==> config.mk <==
export PLATFORM = sky130hd
export DESIGN_NAME = matrix_multiply_rows
export DESIGN_NICKNAME = d
export VERILOG_FILES = /design/src/rtl/core/mmr_pkg.sv /design/src/rtl/core/matrix_multiply_rows.sv
export SDC_FILE = /design/constraint.sdc
export NUM_CORES = 2
export LEC_CHECK = 0
export ABC_AREA = 1
export BUFFER_PORTS_ARGS = -buffer_cell sky130_fd_sc_hd__buf_4
export CORE_ASPECT_RATIO = 1.5
export CORE_MARGIN = 2
export CORE_UTILIZATION = 50
export CTS_CLUSTER_SIZE = 12
export DETAILED_ROUTE_END_ITERATION = 16
export PLACE_DENSITY_LB_ADDON = 0.15
export RECOVER_POWER = 100
export SETUP_SLACK_MARGIN = 0.15
export SKIP_LAST_GASP = 1
export SLEW_MARGIN = 10
export SYNTH_ARGS = -nofsm -noshare
export SYNTH_HDL_FRONTEND = slang
export SYNTH_SLANG_ARGS = --single-unit
==> constraint.sdc <==
create_clock -name clk -period 7.8 [get_ports clk]
set_input_delay 1.17 -clock clk [delete_from_list [all_inputs] [get_ports clk]]
set_output_delay 1.17 -clock clk [all_outputs]
set_load 0.02 [all_outputs]
==> src/rtl/core/mmr_pkg.sv <==
// Shared types, constants and microcode table for the row-range matrix multiplier.
`timescale 1ns / 1ps

package mmr_pkg;

    // Stream payload widths (byte aligned)
    localparam int InDataW  = 40;
    localparam int OutDataW = 72;
    localparam int ActionW  = 2;
    // Row counter covers first row plus row count (up to 3 + 7)
    localparam int RowCntW  = 4;

    typedef enum logic [ActionW-1:0] {
        ACT_LOAD_LEFT  = 2'd0,
        ACT_LOAD_RIGHT = 2'd1,
        ACT_COMPUTE    = 2'd2
    } action_t;

    typedef enum logic [2:0] {
        S_IDLE    = 3'd0,
        S_ROW     = 3'd1,
        S_READ    = 3'd2,
        S_WAIT1   = 3'd3,
        S_WAIT2   = 3'd4,
        S_EMIT    = 3'd5,
        S_ADVANCE = 3'd6
    } step_t;

    typedef enum logic [2:0] {
        UOP_NOP     = 3'd0,
        UOP_ACCEPT  = 3'd1,
        UOP_CLEAR   = 3'd2,
        UOP_READ    = 3'd3,
        UOP_EMIT    = 3'd4,
        UOP_ADVANCE = 3'd5
    } uop_t;

    typedef enum logic [2:0] {
        C_NEVER    = 3'd0,
        C_ALWAYS   = 3'd1,
        C_NO_START = 3'd2,
        C_ROW_DONE = 3'd3,
        C_K_MORE   = 3'd4,
        C_OUT_BUSY = 3'd5
    } cond_t;

    // One control word: operation, jump condition, jump target, fall-through step
    typedef struct packed {
        uop_t  op;
        cond_t cond;
        step_t target;
        step_t next;
    } ctrl_word_t;

    localparam int NumSteps = 7;

    localparam ctrl_word_t Ucode [NumSteps] = '{
        '{op: UOP_ACCEPT,  cond: C_NO_START, target: S_IDLE,  next: S_ROW},
        '{op: UOP_CLEAR,   cond: C_ROW_DONE, target: S_IDLE,  next: S_READ},
        '{op: UOP_READ,    cond: C_K_MORE,   target: S_READ,  next: S_WAIT1},
        '{op: UOP_NOP,     cond: C_NEVER,    target: S_IDLE,  next: S_WAIT2},
        '{op: UOP_NOP,     cond: C_NEVER,    target: S_IDLE,  next: S_EMIT},
        '{op: UOP_EMIT,    cond: C_OUT_BUSY, target: S_EMIT,  next: S_ADVANCE},
        '{op: UOP_ADVANCE, cond: C_ALWAYS,   target: S_ROW,   next: S_ROW}
    };

endpackage

==> src/rtl/core/matrix_multiply_rows.sv <==
// Microcoded integer matrix multiplier emitting product elements over a row range.
// Load items leave the sequencer idle; the input is ready only while the sequencer is idle.
// A compute item runs, per result, the steps row (clear), read (the single multiply-accumulate
// unit fed one element pair per cycle from the two matrix memories), wait1, wait2, emit (held
// while the output register is busy) and advance. The output register lets a new item in.
// Reset clears the sequencer and output valid; matrix contents are not cleared.
`timescale 1ns / 1ps

module matrix_multiply_rows #(
    parameter int SIZE          = 4,
    parameter int ELEMENT_WIDTH = 32
) (
    input  logic                          clk,
    input  logic                          rst_n,
    input  logic                          s_axis_tvalid,
    output logic                          s_axis_tready,
    // row[1:0], col[3:2], value[35:4], row_count[38:36], zero pad
    input  logic [mmr_pkg::InDataW-1:0]   s_axis_tdata,
    // action
    input  logic [mmr_pkg::ActionW-1:0]   s_axis_tuser,
    output logic                          m_axis_tvalid,
    input  logic                          m_axis_tready,
    // out_row[1:0], out_col[3:2], product[67:4], zero pad
    output logic [mmr_pkg::OutDataW-1:0]  m_axis_tdata,
    output logic                          m_axis_tlast
);

    import mmr_pkg::*;

    localparam int IW = $clog2(SIZE);
    localparam int AW = $clog2(SIZE * SIZE);
    localparam int EW = ELEMENT_WIDTH;
    localparam logic [IW-1:0] KLast = IW'(SIZE - 1);

    // Sequencer
    step_t      pc_reg, pc_next;
    ctrl_word_t uw;
    logic       cond_true;

    // Loop counters
    logic [RowCntW-1:0] row_reg, end_reg;
    logic [IW-1:0]      col_reg, k_reg;

    // Multiply-accumulate pipeline
    logic                        rdv_reg, mulv_reg;
    logic signed [EW-1:0]        left_q_reg, right_q_reg;
    logic signed [2*EW-1:0]      prod_reg;
    logic signed [63:0]          acc_reg;

    // Output register
    logic         out_valid_reg;
    logic [1:0]   out_row_reg, out_col_reg;
    logic [63:0]  out_prod_reg;
    logic         out_last_reg;

    // Matrix memories
    logic [EW-1:0] left_mem  [SIZE*SIZE];
    logic [EW-1:0] right_mem [SIZE*SIZE];

    logic [1:0]  in_row, in_col;
    logic [31:0] in_value;
    logic [2:0]  in_count;
    logic        in_accept, is_compute, in_range, we_left, we_right;
    logic [AW-1:0] wr_addr, rd_addr_l, rd_addr_r;
    logic        row_done, out_free, emit, last_next;

    assign in_row   = s_axis_tdata[1:0];
    assign in_col   = s_axis_tdata[3:2];
    assign in_value = s_axis_tdata[35:4];
    assign in_count = s_axis_tdata[38:36];

    assign uw            = Ucode[pc_reg];
    assign s_axis_tready = (uw.op == UOP_ACCEPT);
    assign in_accept     = s_axis_tvalid && s_axis_tready;
    assign is_compute    = in_accept && (s_axis_tuser == ACT_COMPUTE);
    assign in_range      = (32'(in_row) < SIZE) && (32'(in_col) < SIZE);
    assign we_left       = in_accept && (s_axis_tuser == ACT_LOAD_LEFT) && in_range;
    assign we_right      = in_accept && (s_axis_tuser == ACT_LOAD_RIGHT) && in_range;
    assign wr_addr       = AW'(32'(in_row) * SIZE + 32'(in_col));
    assign rd_addr_l     = AW'(32'(row_reg) * SIZE + 32'(k_reg));
    assign rd_addr_r     = AW'(32'(k_reg) * SIZE + 32'(col_reg));

    assign row_done  = (32'(row_reg) >= SIZE) || (row_reg >= end_reg);
    assign out_free  = !out_valid_reg || m_axis_tready;
    assign emit      = (uw.op == UOP_EMIT) && out_free;
    // last result: final column and the next row is out of range
    assign last_next = (col_reg == KLast) &&
                       ((32'(row_reg) + 1 >= SIZE) || (row_reg + RowCntW'(1) >= end_reg));

    always_comb
    begin
        case (uw.cond)
            C_ALWAYS:   cond_true = 1'b1;
            C_NO_START: cond_true = !is_compute;
            C_ROW_DONE: cond_true = row_done;
            C_K_MORE:   cond_true = (k_reg != KLast);
            C_OUT_BUSY: cond_true = !out_free;
            default:    cond_true = 1'b0;
        endcase
        pc_next = cond_true ? uw.target : uw.next;
    end

    always_ff @(posedge clk or negedge rst_n)
    begin
        if (!rst_n)
        begin
            pc_reg <= S_IDLE;
        end
        else
        begin
            pc_reg <= pc_next;
        end
    end

    // Memories: one write port, one registered read port each
    always_ff @(posedge clk)
    begin
        if (we_left)
        begin
            left_mem[wr_addr] <= in_value[EW-1:0];
        end
        left_q_reg <= left_mem[rd_addr_l];
    end

    always_ff @(posedge clk)
    begin
        if (we_right)
        begin
            right_mem[wr_addr] <= in_value[EW-1:0];
        end
        right_q_reg <= right_mem[rd_addr_r];
    end

    // Control state
    always_ff @(posedge clk or negedge rst_n)
    begin
        if (!rst_n)
        begin
            row_reg       <= '0;
            end_reg       <= '0;
            col_reg       <= '0;
            k_reg         <= '0;
            rdv_reg       <= 1'b0;
            mulv_reg      <= 1'b0;
            out_valid_reg <= 1'b0;
        end
        else
        begin
            rdv_reg  <= (uw.op == UOP_READ);
            mulv_reg <= rdv_reg;
            if (is_compute)
            begin
                row_reg <= RowCntW'(in_row);
                end_reg <= RowCntW'(in_row) + RowCntW'(in_count);
                col_reg <= '0;
            end
            if (uw.op == UOP_CLEAR)
            begin
                k_reg <= '0;
            end
            if (uw.op == UOP_READ)
            begin
                k_reg <= k_reg + IW'(1);
            end
            if (uw.op == UOP_ADVANCE)
            begin
                if (col_reg == KLast)
                begin
                    col_reg <= '0;
                    row_reg <= row_reg + RowCntW'(1);
                end
                else
                begin
                    col_reg <= col_reg + IW'(1);
                end
            end
            if (emit)
            begin
                out_valid_reg <= 1'b1;
            end
            else if (m_axis_tready)
            begin
                out_valid_reg <= 1'b0;
            end
        end
    end

    // Datapath payload
    always_ff @(posedge clk)
    begin
        if (rdv_reg)
        begin
            prod_reg <= left_q_reg * right_q_reg;
        end
        if (uw.op == UOP_CLEAR)
        begin
            acc_reg <= '0;
        end
        else if (mulv_reg)
        begin
            acc_reg <= acc_reg + 64'(prod_reg);
        end
        if (emit)
        begin
            out_row_reg  <= 2'(row_reg);
            out_col_reg  <= 2'(col_reg);
            out_prod_reg <= acc_reg;
            out_last_reg <= last_next;
        end
    end

    assign m_axis_tvalid = out_valid_reg;
    assign m_axis_tdata  = {4'b0000, out_prod_reg, out_col_reg, out_row_reg};
    assign m_axis_tlast  = out_last_reg;

    // The MAC pipeline must be drained before a result is taken
    assert property (@(posedge clk) disable iff (!rst_n)
        (pc_reg == S_EMIT) |-> (!rdv_reg && !mulv_reg))
        else $error("result taken before accumulation finished");

    // Matrix reads only happen for rows inside the matrix
    assert property (@(posedge clk) disable iff (!rst_n)
        (pc_reg == S_READ) |-> (32'(row_reg) < SIZE))
        else $error("read issued for a row past the matrix");

    // Column counter stays inside the matrix
    assert property (@(posedge clk) disable iff (!rst_n)
        32'(col_reg) < SIZE)
        else $error("column counter out of range");

    // A result is only loaded when the output register is free
    assert property (@(posedge clk) disable iff (!rst_n)
        (emit && out_valid_reg) |-> m_axis_tready)
        else $error("output register overwritten while held");

endmodule
==> impl_results.md <==
- Status: finished, violations left
- Failing checks: max-capacitance violations, max-slew violations
- First-pass GRT wire length: 409 mm
- Share of layout cells above drive strength 1: 5.22%
- Slowest CP cell: fa_1
- Seq/Total Area, Yosys: ~41%
- Synth area leaders: edfxtp_1, fa_1, inv_1, nand2_1, ha_1
- Slew @ Worst Pin: roughly 4.0 ns
- Post-layout minimum cycle time: about 7.6 ns
- Setup tns final: 0 ns
- Most frequent cells after synthesis: inv_1, nand2_1, edfxtp_1, fa_1, nor2_1
- Post-Syn Area per Cell: between 10 and 15 um^2
- Core Area: 182000 um^2
- Placed wire-length estimate: 196 mm
- Vias/cell: 5.48
- CP arrival: 8.05 ns
- Grt total ovfl: 0
- Synth top area share: a little under two fifths
- Die area: about 190000 um^2
- Fin crit share: roughly 97%
- Ys async rst share: 1.38%
- Clk slew on worst S/H paths: about 0.1 ns
- Hold Crit Start: acc_reg[5]$_SDFFE_PP0P_
- CTS H-tree depth: 4
- Largest net degree at the start of global routing: between 150 and 200
- Mapped Cells: between 9000 and 10000
- CTS tree: done
- Most frequent cell on the critical path: fa_1
- Largest area contributor in the netlist: edfxtp_1
- Port buffer count: roughly 120
- Nets: between 10000 and 15000
- Initial antenna violation count: 12
- R2r worst-path depth: 21
- Max_cap viols: 55
- Max clock buf depth: 4
- Crit end category: flip-flop
- CTS Buf Count: roughly 140
- WHS Path Cells: 0
- R2r startpoint: right_q_reg[4]$_DFF_P_
- Syn. warnings: 0
- Top cell family by delay on the critical path: adder cells
- Crit path kind: reg2reg
- First-iteration detailed-routing DRC count: about 4800
- CP Launch Type: flip-flop
- Die Y: between 500 and 600 um
- Worst hold path type: reg2reg
- Sink Count: 1303
- Final setup vio count: 0
- Final slew viol count: 1657
- Top flop regs: left_mem (512), right_mem (512)
- Critical-path cell list: buf_4 -> nand2_1 -> fa_1 -> fa_1 -> fa_1 -> fa_1 -> inv_1 -> fa_1 -> fa_1 -> fa_1 -> fa_1 -> ha_1 -> a21oi_1 -> o21ai_0 -> a21oi_1 -> clkbuf_1 -> o21bai_1 -> buf_4 -> a21oi_1 -> nand2_1 -> xor2_1
- DR pass1 iterations: 6
- Max-Slew Margin vs Limit: -169%
- Slowest stage delay, CP: about 0.6 ns
- Final wirelength: between 200 and 300 mm
- Register bit total from synthesis: 1303
- CP Max Fanout: 14
- Synth Flop Type: edfxtp_1
- Vias in the first global route: 69287
- Syn-to-layout area delta: 8.91%
- Final hold vios: 0
- Critical Path Start: right_q_reg[4]$_DFF_P_
- Row cnt: roughly 190
- Clk Latency, worst-skew pair: 0.83 ns
- Vias: 64390
- Initial core utilization: around half
- Width of the die: 354 um
- Mapped Area: about 92000 um^2
- Clk_skew: ~0.067 ns
- Post-route DRC: 0
- Number of synthesized flops with an enable pin: approximately 1200
- Placer's final routability congestion estimate: about 0.96
- Top-count cell post-synth: inv_1
- Fmax: about 0.13 GHz
- Wire per inst: ~23 um
- WP depth: 21
- ANT nets after route: 0
- Gr usage total: 29.2%
- CP bufs+invs: 4
- Count of unique library cells instantiated by Yosys: 56
- Root Driver: clkbuf_16
- I/O pin count: approximately 120
- WP data required: ~8.3 ns
- RSZ-0062 raised after global routing: true
## kinds of logic after synthesis
group           share of synthesized area [%]
other cells                           0.00409
mux                                     0.971
simple gates                             12.2
flops                                    41.2
fa+ha+maj                                27.3
xor+xnor                                0.773
buf+inv                                  9.79
compound gates                           7.81
## worst register-to-register path, stage by stage (launching register included)
cell	delay, ns
dfxtp_1	0.60
buf_4	0.32
nand2_1	0.10
fa_1	0.47
fa_1	0.61
fa_1	0.46
fa_1	0.55
inv_1	0.06
fa_1	0.50
fa_1	0.47
fa_1	0.49
fa_1	0.47
ha_1	0.39
a21oi_1	0.33
o21ai_0	0.23
a21oi_1	0.18
clkbuf_1	0.22
o21bai_1	0.13
buf_4	0.17
a21oi_1	0.11
nand2_1	0.17
xor2_1	0.20
## layout make-up
class                           count  area [um^2]
Antenna cell                        4         10.0
Sequential cell                  1303        37800
Clock buffer                      201         3850
Fill cell                       16232        82400
Timing Repair Buffer              358         2690
Tap cell                         2425         3030
Multi-Input combinational cell   5505        45100
Clock inverter                     22          236
Inverter                         1927         7250
## placed cells by master, fill, tap and decap left out, types with 15 or more instances in the layout
cell type  count
ha_1         265
xnor2_1       19
edfxtp_1    1157
nand2_1     1734
o22ai_1       35
o21bai_1      46
nor3_1        21
inv_1       1906
xor2_1        62
or2_2         15
o221ai_1     186
o211ai_1      83
fa_1        1081
mux2i_1       89
inv_2         15
buf_12        43
nand3_1      204
buf_4        153
clkbuf_16    145
clkbuf_1     205
dfxtp_1      119
o32ai_1       39
a21oi_1      182
nor2_1       753
nand4_1       30
o21ai_0      537
## metrics by stage
step / hold slack (ns) / setup slack, ns / cell area, um^2 / cells / util [%]
after floorplan: 0.426 / 0.496 / 91700 / 9155 / -
after global placement: 0.460 / 0.153 / 96500 / 11514 / 52.9
after detailed placement: 0.459 / 0.160 / 96500 / 11514 / 52.9
after CTS: 0.196 / 0.187 / 101000 / 11737 / 55.2
after global routing: 0.487 / 0.0433 / 99900 / 11743 / 54.8
final: 0.468 / 0.245 / 99900 / 11745 / 54.8
## layer usage
metal  wire, um  track usage [%]  part of all wire [%]  up-vias
li1           -                -                     -    29096
met1      92100             30.4                    34    32433
met2     145000             55.2                    54     2060
met3      12200             3.11                   4.5      797
met4      20300             18.6                   7.5        4
met5         26                0                0.0097        -
## worst paths after layout
path,to,slack (ns)
worst max-delay path,prod_reg[44]$_DFFE_PP_,0.25
worst min-delay path,out_prod_reg[5]$_DFFE_PP_,0.47
worst max register to register,prod_reg[44]$_DFFE_PP_,0.25
worst min register to register,out_prod_reg[5]$_DFFE_PP_,0.47
max in group asynchronous,col_reg[0]$_DFFE_PN0P_,6.14
min in group asynchronous,mulv_reg$_DFF_PN0_,0.62
## what timing repair did
item                                    in CTS  in global routing
endpoints found under the setup margin       4                 27
hold buffers                                 0                  0
setup buffers                                0                  4
endpoints found under the hold margin        0                  0
gates resized for setup                      3                 37
Power is not shown: default switching activity piles up to over one toggle a cycle in this logic, so the estimate is an artifact.
